[src/rtl/modexp_pkg.sv]
// Shared types and constants of the modular exponentiation block.
// Used by the channel interfaces, the serial multiplier and the top level.
package modexp_pkg;

   localparam int DATA_W = 64;
   localparam int EXT_W  = DATA_W + 3;
   localparam int CNT_W  = $clog2(DATA_W);

   typedef logic [DATA_W-1:0]       word_type;
   typedef logic signed [EXT_W-1:0] ext_type;
   typedef logic [CNT_W-1:0]        count_type;

   localparam word_type MODULUS_RESET = 64'd2305843009213693951;
   localparam word_type WORD_ONE      = word_type'(1);

   typedef struct packed {
      logic     start;
      word_type a;
      word_type b;
   } mul_req_type;

   typedef struct packed {
      logic     done;
      word_type product;
   } mul_rsp_type;

endpackage

[src/rtl/modexp_req_if.sv]
// Input channel of the modular exponentiation block: base and exponent.
// Depends on modexp_pkg for the word type.
interface modexp_req_if;
   logic                 valid;
   logic                 ready;
   modexp_pkg::word_type base;
   modexp_pkg::word_type exponent;

   modport source (output valid, output base, output exponent, input ready);
   modport sink (input valid, input base, input exponent, output ready);
endinterface

[src/rtl/modexp_rsp_if.sv]
// Result channel of the modular exponentiation block: the power.
// Depends on modexp_pkg for the word type.
interface modexp_rsp_if;
   logic                 valid;
   logic                 ready;
   modexp_pkg::word_type power;

   modport source (output valid, output power, input ready);
   modport sink (input valid, input power, output ready);
endinterface

[src/rtl/modexp_csr_if.sv]
// Configuration write channel of the modular exponentiation block: the modulus.
// Depends on modexp_pkg for the word type.
interface modexp_csr_if;
   logic                 valid;
   logic                 ready;
   modexp_pkg::word_type modulus;

   modport source (output valid, output modulus, input ready);
   modport sink (input valid, input modulus, output ready);
endinterface

[src/rtl/modexp_mul.sv]
// Bit-serial modular multiplier: one bit of b per cycle, MSB first; done rises once every bit of b is taken.
// Depends on modexp_pkg. A modulus of zero makes every product wrap modulo 2^64.
module modexp_mul (
   input  logic                   clock,
   input  logic                   reset,
   input  modexp_pkg::word_type    modulus,
   input  modexp_pkg::mul_req_type mul_req,
   output modexp_pkg::mul_rsp_type mul_rsp
);
   import modexp_pkg::*;

   logic      busy_ff, busy_in;
   logic      done_ff, done_in;
   count_type count_ff, count_in;
   word_type  acc_ff, acc_in;
   word_type  b_ff, b_in;
   word_type  a_ff, a_in;
   ext_type   ka1_ff, ka1_in;
   ext_type   ka2_ff, ka2_in;

   ext_type m_ext;
   ext_type m2_ext;
   ext_type a_ext;
   ext_type twice;
   ext_type cand0;
   ext_type cand1;
   ext_type cand2;
   word_type step_value;
   logic      b_bit;

   // Each step forms 2*acc + bit*a minus 0, m or 2m in parallel and keeps the
   // smallest candidate that is not negative.
   always_comb begin
      m_ext  = ext_type'({3'b000, modulus});
      m2_ext = ext_type'({2'b00, modulus, 1'b0});
      a_ext  = ext_type'({3'b000, mul_req.a});
      twice  = ext_type'({2'b00, acc_ff, 1'b0});
      b_bit  = b_ff[DATA_W-1];
      cand0  = b_bit ? twice + ext_type'({3'b000, a_ff}) : twice;
      cand1  = b_bit ? twice + ka1_ff : twice - m_ext;
      cand2  = b_bit ? twice + ka2_ff : twice - m2_ext;
      priority if (!cand2[EXT_W-1]) begin
         step_value = cand2[DATA_W-1:0];
      end else if (!cand1[EXT_W-1]) begin
         step_value = cand1[DATA_W-1:0];
      end else begin
         step_value = cand0[DATA_W-1:0];
      end
   end

   always_comb begin
      busy_in  = busy_ff;
      done_in  = 1'b0;
      count_in = count_ff;
      acc_in   = acc_ff;
      b_in     = b_ff;
      a_in     = a_ff;
      ka1_in   = ka1_ff;
      ka2_in   = ka2_ff;
      priority if (mul_req.start) begin
         busy_in  = 1'b1;
         count_in = '0;
         acc_in   = '0;
         b_in     = mul_req.b;
         a_in     = mul_req.a;
         ka1_in   = a_ext - m_ext;
         ka2_in   = a_ext - m2_ext;
      end else if (busy_ff) begin
         acc_in   = step_value;
         b_in     = {b_ff[DATA_W-2:0], 1'b0};
         count_in = count_ff + count_type'(1);
         if (count_ff == count_type'(DATA_W - 1)) begin
            busy_in = 1'b0;
            done_in = 1'b1;
         end
      end
   end

   always_ff @(posedge clock) begin
      if (reset) begin
         busy_ff  <= 1'b0;
         done_ff  <= 1'b0;
         count_ff <= '0;
      end else begin
         busy_ff  <= busy_in;
         done_ff  <= done_in;
         count_ff <= count_in;
      end
   end

   always_ff @(posedge clock) begin
      acc_ff <= acc_in;
      b_ff   <= b_in;
      a_ff   <= a_in;
      ka1_ff <= ka1_in;
      ka2_ff <= ka2_in;
   end

   assign mul_rsp.done    = done_ff;
   assign mul_rsp.product = acc_ff;

endmodule

[src/rtl/modular_exponentiation_64_top.sv]
// Computes base^exponent modulo the configured modulus by right-to-left square and
// multiply, one item at a time, with the base reduced modulo the modulus first.
// All arithmetic goes through one bit-serial modular multiplier; each product holds the
// control from the cycle that starts it to the cycle that sees it done.
// An item passes through acceptance, base reduction and the hand-off to the output
// register and, for each exponent bit up to the highest set one, a decision step, a
// multiply when the bit is set and a square unless it is the highest set bit. Waiting
// on the result channel can hold the hand-off. An exponent of zero returns 1. A modulus
// of zero acts as 2^64. A finished result waits in an output register, and the next
// item is accepted while it waits. The modulus resets to 2^61 - 1 and is to be written
// only while the block is idle.
module modular_exponentiation_64_top (
   input logic         clock,
   input logic         reset,
   modexp_req_if.sink   req_if,
   modexp_rsp_if.source rsp_if,
   modexp_csr_if.sink   csr_if
);
   import modexp_pkg::*;

   localparam logic [2:0] ST_IDLE   = 3'd0;
   localparam logic [2:0] ST_REDUCE = 3'd1;
   localparam logic [2:0] ST_STEP   = 3'd2;
   localparam logic [2:0] ST_MULT   = 3'd3;
   localparam logic [2:0] ST_SQUARE = 3'd4;
   localparam logic [2:0] ST_FINISH = 3'd5;

   logic [2:0]  state_ff, state_in;
   logic        rsp_valid_ff, rsp_valid_in;
   logic        start_ff, start_in;
   word_type    modulus_ff, modulus_in;
   word_type    exp_ff, exp_in;
   word_type    acc_ff, acc_in;
   word_type    sq_ff, sq_in;
   word_type    opa_ff, opa_in;
   word_type    opb_ff, opb_in;
   word_type    power_ff, power_in;
   mul_req_type mul_req;
   mul_rsp_type mul_rsp;

   assign mul_req.start = start_ff;
   assign mul_req.a     = opa_ff;
   assign mul_req.b     = opb_ff;

   modexp_mul u_mul (
      .clock   (clock),
      .reset   (reset),
      .modulus (modulus_ff),
      .mul_req (mul_req),
      .mul_rsp (mul_rsp)
   );

   always_comb begin
      modulus_in = modulus_ff;
      if (csr_if.valid) begin
         modulus_in = csr_if.modulus;
      end
   end

   always_comb begin
      state_in     = state_ff;
      rsp_valid_in = rsp_valid_ff && !rsp_if.ready;
      start_in     = 1'b0;
      exp_in       = exp_ff;
      acc_in       = acc_ff;
      sq_in        = sq_ff;
      opa_in       = opa_ff;
      opb_in       = opb_ff;
      power_in     = power_ff;
      unique case (state_ff)
         ST_IDLE: begin
            if (req_if.valid) begin
               exp_in   = req_if.exponent;
               acc_in   = WORD_ONE;
               opa_in   = WORD_ONE;
               opb_in   = req_if.base;
               start_in = 1'b1;
               state_in = ST_REDUCE;
            end
         end
         ST_REDUCE: begin
            if (mul_rsp.done) begin
               sq_in    = mul_rsp.product;
               state_in = ST_STEP;
            end
         end
         ST_STEP: begin
            priority if (exp_ff == '0) begin
               state_in = ST_FINISH;
            end else if (exp_ff[0]) begin
               opa_in   = acc_ff;
               opb_in   = sq_ff;
               start_in = 1'b1;
               state_in = ST_MULT;
            end else begin
               opa_in   = sq_ff;
               opb_in   = sq_ff;
               start_in = 1'b1;
               state_in = ST_SQUARE;
            end
         end
         ST_MULT: begin
            if (mul_rsp.done) begin
               acc_in = mul_rsp.product;
               if (exp_ff[DATA_W-1:1] == '0) begin
                  state_in = ST_FINISH;
               end else begin
                  opa_in   = sq_ff;
                  opb_in   = sq_ff;
                  start_in = 1'b1;
                  state_in = ST_SQUARE;
               end
            end
         end
         ST_SQUARE: begin
            if (mul_rsp.done) begin
               sq_in    = mul_rsp.product;
               exp_in   = {1'b0, exp_ff[DATA_W-1:1]};
               state_in = ST_STEP;
            end
         end
         ST_FINISH: begin
            if (!rsp_valid_ff || rsp_if.ready) begin
               power_in     = acc_ff;
               rsp_valid_in = 1'b1;
               state_in     = ST_IDLE;
            end
         end
         default: begin
            state_in = ST_IDLE;
         end
      endcase
   end

   always_ff @(posedge clock) begin
      if (reset) begin
         state_ff     <= ST_IDLE;
         rsp_valid_ff <= 1'b0;
         start_ff     <= 1'b0;
         modulus_ff   <= MODULUS_RESET;
      end else begin
         state_ff     <= state_in;
         rsp_valid_ff <= rsp_valid_in;
         start_ff     <= start_in;
         modulus_ff   <= modulus_in;
      end
   end

   always_ff @(posedge clock) begin
      exp_ff   <= exp_in;
      acc_ff   <= acc_in;
      sq_ff    <= sq_in;
      opa_ff   <= opa_in;
      opb_ff   <= opb_in;
      power_ff <= power_in;
   end

   assign req_if.ready = (state_ff == ST_IDLE);
   assign rsp_if.valid = rsp_valid_ff;
   assign rsp_if.power = power_ff;
   assign csr_if.ready = 1'b1;

endmodule

[src/flat_wrapper.sv]
// flat-port wrapper written by rule: the top's interface ports become plain ports
module modular_exponentiation_64_top_flat import modexp_pkg::*;
  (clock, reset, req_if_valid, req_if_base, req_if_exponent, req_if_ready, rsp_if_valid, rsp_if_power, rsp_if_ready, csr_if_valid, csr_if_modulus, csr_if_ready);
  modexp_req_if req_if_i ();
  modexp_rsp_if rsp_if_i ();
  modexp_csr_if csr_if_i ();
  input logic clock;
  input logic reset;
  input wire logic [$bits(req_if_i.valid)-1:0] req_if_valid;
  input wire logic [$bits(req_if_i.base)-1:0] req_if_base;
  input wire logic [$bits(req_if_i.exponent)-1:0] req_if_exponent;
  output wire logic [$bits(req_if_i.ready)-1:0] req_if_ready;
  output wire logic [$bits(rsp_if_i.valid)-1:0] rsp_if_valid;
  output wire logic [$bits(rsp_if_i.power)-1:0] rsp_if_power;
  input wire logic [$bits(rsp_if_i.ready)-1:0] rsp_if_ready;
  input wire logic [$bits(csr_if_i.valid)-1:0] csr_if_valid;
  input wire logic [$bits(csr_if_i.modulus)-1:0] csr_if_modulus;
  output wire logic [$bits(csr_if_i.ready)-1:0] csr_if_ready;
  assign req_if_i.valid = req_if_valid;
  assign req_if_i.base = req_if_base;
  assign req_if_i.exponent = req_if_exponent;
  assign req_if_ready = req_if_i.ready;
  assign rsp_if_valid = rsp_if_i.valid;
  assign rsp_if_power = rsp_if_i.power;
  assign rsp_if_i.ready = rsp_if_ready;
  assign csr_if_i.valid = csr_if_valid;
  assign csr_if_i.modulus = csr_if_modulus;
  assign csr_if_ready = csr_if_i.ready;
  modular_exponentiation_64_top u_core (.clock(clock), .reset(reset), .req_if(req_if_i), .rsp_if(rsp_if_i), .csr_if(csr_if_i));
endmodule
[config.mk]
export PLATFORM = sky130hd
export DESIGN_NAME = modular_exponentiation_64_top_flat
export DESIGN_NICKNAME = d
export VERILOG_FILES = /design/src/rtl/modexp_pkg.sv /design/src/rtl/modexp_req_if.sv /design/src/rtl/modexp_rsp_if.sv /design/src/rtl/modexp_csr_if.sv /design/src/rtl/modexp_mul.sv /design/src/rtl/modular_exponentiation_64_top.sv /design/src/flat_wrapper.sv
export SDC_FILE = /design/constraint.sdc
export NUM_CORES = 2
export LEC_CHECK = 0
export BUFFER_PORTS_ARGS = -buffer_cell sky130_fd_sc_hd__buf_4
export CAP_MARGIN = 25
export CORE_AREA = 2 2 280 309
export DETAILED_ROUTE_END_ITERATION = 6
export DIE_AREA = 0 0 282 311
export GPL_TIMING_DRIVEN = 0
export PLACE_DENSITY_LB_ADDON = 0.05
export SLEW_MARGIN = 20
export SYNTH_ARGS = -nofsm -noshare
export SYNTH_HDL_FRONTEND = slang
export SYNTH_SLANG_ARGS = --single-unit
[constraint.sdc]
create_clock -name clock -period 27.3 [get_ports clock]
set_input_delay 1.365 -clock clock [delete_from_list [all_inputs] [get_ports clock]]
set_output_delay 1.365 -clock clock [all_outputs]
set_load 0.005 [all_outputs]
==> impl_metrics.tcl <==
set metrics [dict create \
    fin_util_pct 74.0 \
    synth_area_leader_cell "edfxtp_1" \
    place.port_buffers 260 \
    clkSinkCount 783 \
    postSynth.asyncResetShare_pct 0 \
    power.static_leakage_uw 0.0265 \
    critPathArrivalTime_ns 7.09 \
    die-area_um2 87700 \
    grt_antenna_before_repair 18 \
    rows 112 \
    gr-total-overflow 0 \
    number_of_global_route_vias_before_repair 49643 \
    totalNegativeSetupSlack_ns 0 \
    start_kind "flip-flop" \
    finalWeightedCongestion 1.08 \
    drt_iter0_markers 7502 \
    postCtsHoldBufs 0 \
    detail_route.first_pass.iterations 7 \
    clock_skew_ns 0.0488 \
    post_cts.resized_instances 0 \
    boundaryPins 264 \
    critPathMaxStageDelay_ns 1.02 \
    maxCapViolations 0 \
    vias_per_std_cell 7.00 \
    mappedNetlistArea_um2 55400 \
    drive_above_1_share_pct 10.9 \
    post-synth-top-area-fraction_pct 34.8 \
    clk_pin_slew_ns 0.06 \
    place_hpwl_um 165000 \
    detailed_place.area_um2 59500 \
    post_synth_inst_count 5926 \
    fin_ws_ns 20.74 \
    cp_slowest_cell "o31ai_1" \
    critical_path.endpoint_type "flip-flop" \
    synth-warning-count 0 \
    synth-edff-count 642 \
    finalSetupViolations 0 \
    rsz0062_at_grt "false" \
    route.vias.total 52865 \
    tritoncts.num_buffers 83 \
    holdCritPathClass "reg -> reg" \
    global_route_wire_length_before_repair_um 315000 \
    ys_seq_area_share_pct 39.9 \
    final_number_of_max_transition_violations 0 \
    largest_net_degree_at_the_start_of_global_routing 57 \
    crit_fanout 11 \
    most_frequently_used_flop_master_after_synthesis "edfxtp_1" \
    synth.avg_cell_area_um2 9.35 \
    worst_ep_required_time_ns 27.83 \
    synth.top_cells.by_area "edfxtp_1 (35%), ha_1 (10%), nand2_1 (5.5%), a21oi_1 (5.3%), dfxtp_1 (5.1%)" \
    detailedPlace.worstSlack_ns 21.43 \
    fillers 6106 \
    tritoncts "yes" \
    floorplan.initialDensity_pct 65.6 \
    seqCellArea_um2 22100 \
    place_inst 7364 \
    finalNetCount 6962 \
    cp_top_family "compound AO/OA/AOI/OAI gates" \
    synth.net_count 6574 \
    antenna_left 0 \
    postSynthRegisterBits 783 \
    clk_latency_ns 0.70 \
    die_w_um 282 \
    cts_htree_levels 3 \
    violations "DRC" \
    core_um2 84500 \
    drc_errors 5 \
    ir_worst_vdd_uv 96.6 \
    cellPowerDensity_nw_per_um2 114 \
    final_cell_area_um2 62600 \
    worst_slew_margin_rel_pct 9.42 \
    max_slew.worst_pin.slew_ns 1.36 \
    cp_cell_sequence "inv_1 > ha_1 > nor2b_1 > o2111ai_1 > nand2_1 > o21ba_2 > o211ai_1 > o31ai_1 > a311oi_1 > a211oi_2 > buf_4 > buf_2 > buf_2 > o211ai_1 > a31oi_1 > nor2_1" \
    multiInputGateArea_um2 31500 \
    clk_path_buf_depth 3 \
    wirelength_um 219000 \
    timing_worst_setup_path_type "reg -> reg" \
    clock-root-buffer "clkbuf_16" \
    layout-area-overhead-vs-synth_pct 12.9 \
    avgRoutedWirePerCell_um 29.0 \
    synth.lib_cells_used.distinct 96 \
    status "complete, but fails checks" \
    stdcell_count 7550 \
    fin_crit_sh_pct 24.0 \
    worstPathBufferInverterCount 4 \
    period_minus_slack_ns 6.56 \
    die_h_um 311 \
    globalRouteTotalUtil_pct 48.5 \
    final_hold_viol_count 0 \
    post_cts_buffers 0 \
    fmax_achieved_mhz 152 \
]
## worst reg2reg max path: stages (launching register included)
cell and delay (ns):
dfxtp_1 0.48, inv_1 0.25, ha_1 0.34, nor2b_1 0.19, o2111ai_1 0.17, nand2_1 0.18, o21ba_2 0.29, o211ai_1 0.45
o31ai_1 1.03, a311oi_1 0.32, a211oi_2 0.49, buf_4 0.42, buf_2 0.62, buf_2 0.59, o211ai_1 0.28, a31oi_1 0.26
nor2_1 0.05
## routing by layer
metal  track usage (%)  part of all wire, %  vias up
li1                  -                    -    22844
met1              60.5                   36    24754
met2              69.6                   41     4206
met3              17.7                   14     1053
met4              33.3                  8.5        8
met5                 0                0.022        -
## cell usage in the layout, fill, tap and decap left out, drive strengths merged, types with 141 or more instances in the layout
master	count
clkbuf	343
inv	208
nor2	341
ha	444
xnor2	239
nand2	817
dfxtp	141
buf	347
edfxtp	642
xor2	164
a21oi	591
a21o	259
o21ai	351
## area by class of cell
| type | instances | area share (%) |
|---|---|---|
| Multi-Input combinational cell | 4659 | 50.4 |
| Sequential cell | 783 | 35.3 |
| Timing Repair Buffer | 303 | 4.18 |
| Clock buffer | 105 | 3.60 |
| Tap cell | 1140 | 2.28 |
| Buffer | 283 | 1.82 |
| Inverter | 201 | 1.21 |
| Clock inverter | 50 | 1.10 |
| Antenna cell | 26 | 0.104 |
## power by group
group	switching, uW	internal [uW]
clock	536	710
sequential	317	1640
combinational	2520	1380
total	3370	3730
## path summary, 6_finish.rpt
path	end	slack [ns]	cells past startpoint	start
max	u_core.u_mul.acc_ff[19]$_SDFFE_PP0P_	20.74	16	u_core.modulus_ff[1]$_SDFFE_PP1P_
min reg2reg	u_core.rsp_if.power[60]$_DFFE_PP_	0.45	0	u_core.acc_ff[60]$_SDFFCE_PP0P_
max reg2reg	u_core.u_mul.acc_ff[19]$_SDFFE_PP0P_	20.74	16	u_core.modulus_ff[1]$_SDFFE_PP1P_
min	u_core.rsp_if.power[60]$_DFFE_PP_	0.45	0	u_core.acc_ff[60]$_SDFFCE_PP0P_
## synthesized netlist by cell type, types with 13 or more instances
| cell | number |
|---|---|
| nor4_1 | 25 |
| a211o_1 | 14 |
| nand4_1 | 92 |
| mux2_2 | 134 |
| buf_1 | 20 |
| or3_1 | 19 |
| and2_1 | 24 |
| o221ai_1 | 13 |
| o211ai_1 | 117 |
| nor2_1 | 340 |
| dfxtp_1 | 141 |
| a221o_1 | 20 |
| a311oi_1 | 21 |
| ha_1 | 444 |
| nand2b_1 | 52 |
| a31oi_1 | 59 |
| o21ai_0 | 343 |
| nand2_1 | 816 |
| a211oi_1 | 64 |
| a21boi_0 | 24 |
| a21oi_1 | 591 |
| o21a_1 | 50 |
| edfxtp_1 | 642 |
| mux2i_1 | 30 |
| xnor2_1 | 239 |
| nand3_1 | 102 |
| buf_2 | 18 |
| nor2b_1 | 66 |
| o21bai_1 | 75 |
| mux4_2 | 23 |
| nor3_1 | 74 |
| a21o_1 | 259 |
| a221oi_1 | 16 |
| and3_1 | 104 |
| xor2_1 | 164 |
| o31ai_1 | 24 |
| clkbuf_1 | 235 |
| inv_1 | 199 |
## flip-flops by register name (all words and copies together), names as in the netlist, 3 cells and up
signal	cells
u_core.acc_ff	64
u_core.exp_ff	64
u_core.modulus_ff	64
u_core.opa_ff	64
u_core.opb_ff	64
u_core.rsp_if.power	64
u_core.sq_ff	64
u_core.state_ff	3
u_core.u_mul.a_ff	64
u_core.u_mul.acc_ff	64
u_core.u_mul.b_ff	64
u_core.u_mul.count_ff	6
u_core.u_mul.ka1_ff	65
u_core.u_mul.ka2_ff	65
## logic make-up (layout without fill, tap and decap cells)
family	after synthesis	in the layout	synth area share (%)
AOI/OAI and AO/OA	1845	1845	21.3
and+or+nand+nor	1772	1772	14.6
DFF	783	783	39.9
buffers and inverters	484	942	3.39
adders and majority gates	451	451	10.3
xor gates and xnor gates	403	403	6.37
muxes	187	187	4.20
other	1	27	0.00677
## per-stage QoR
stage | total power [uW] | hold slack (ns)
3_3_place_gp | 5550 | 0.429
4_1_cts | 6850 | 0.450
5_1_grt | 7330 | 0.453
3_5_place_dp | 5600 | 0.436
2_1_floorplan | 4360 | 0.426
6_report | 7100 | 0.450
Power figures use the tool's default switching activity.
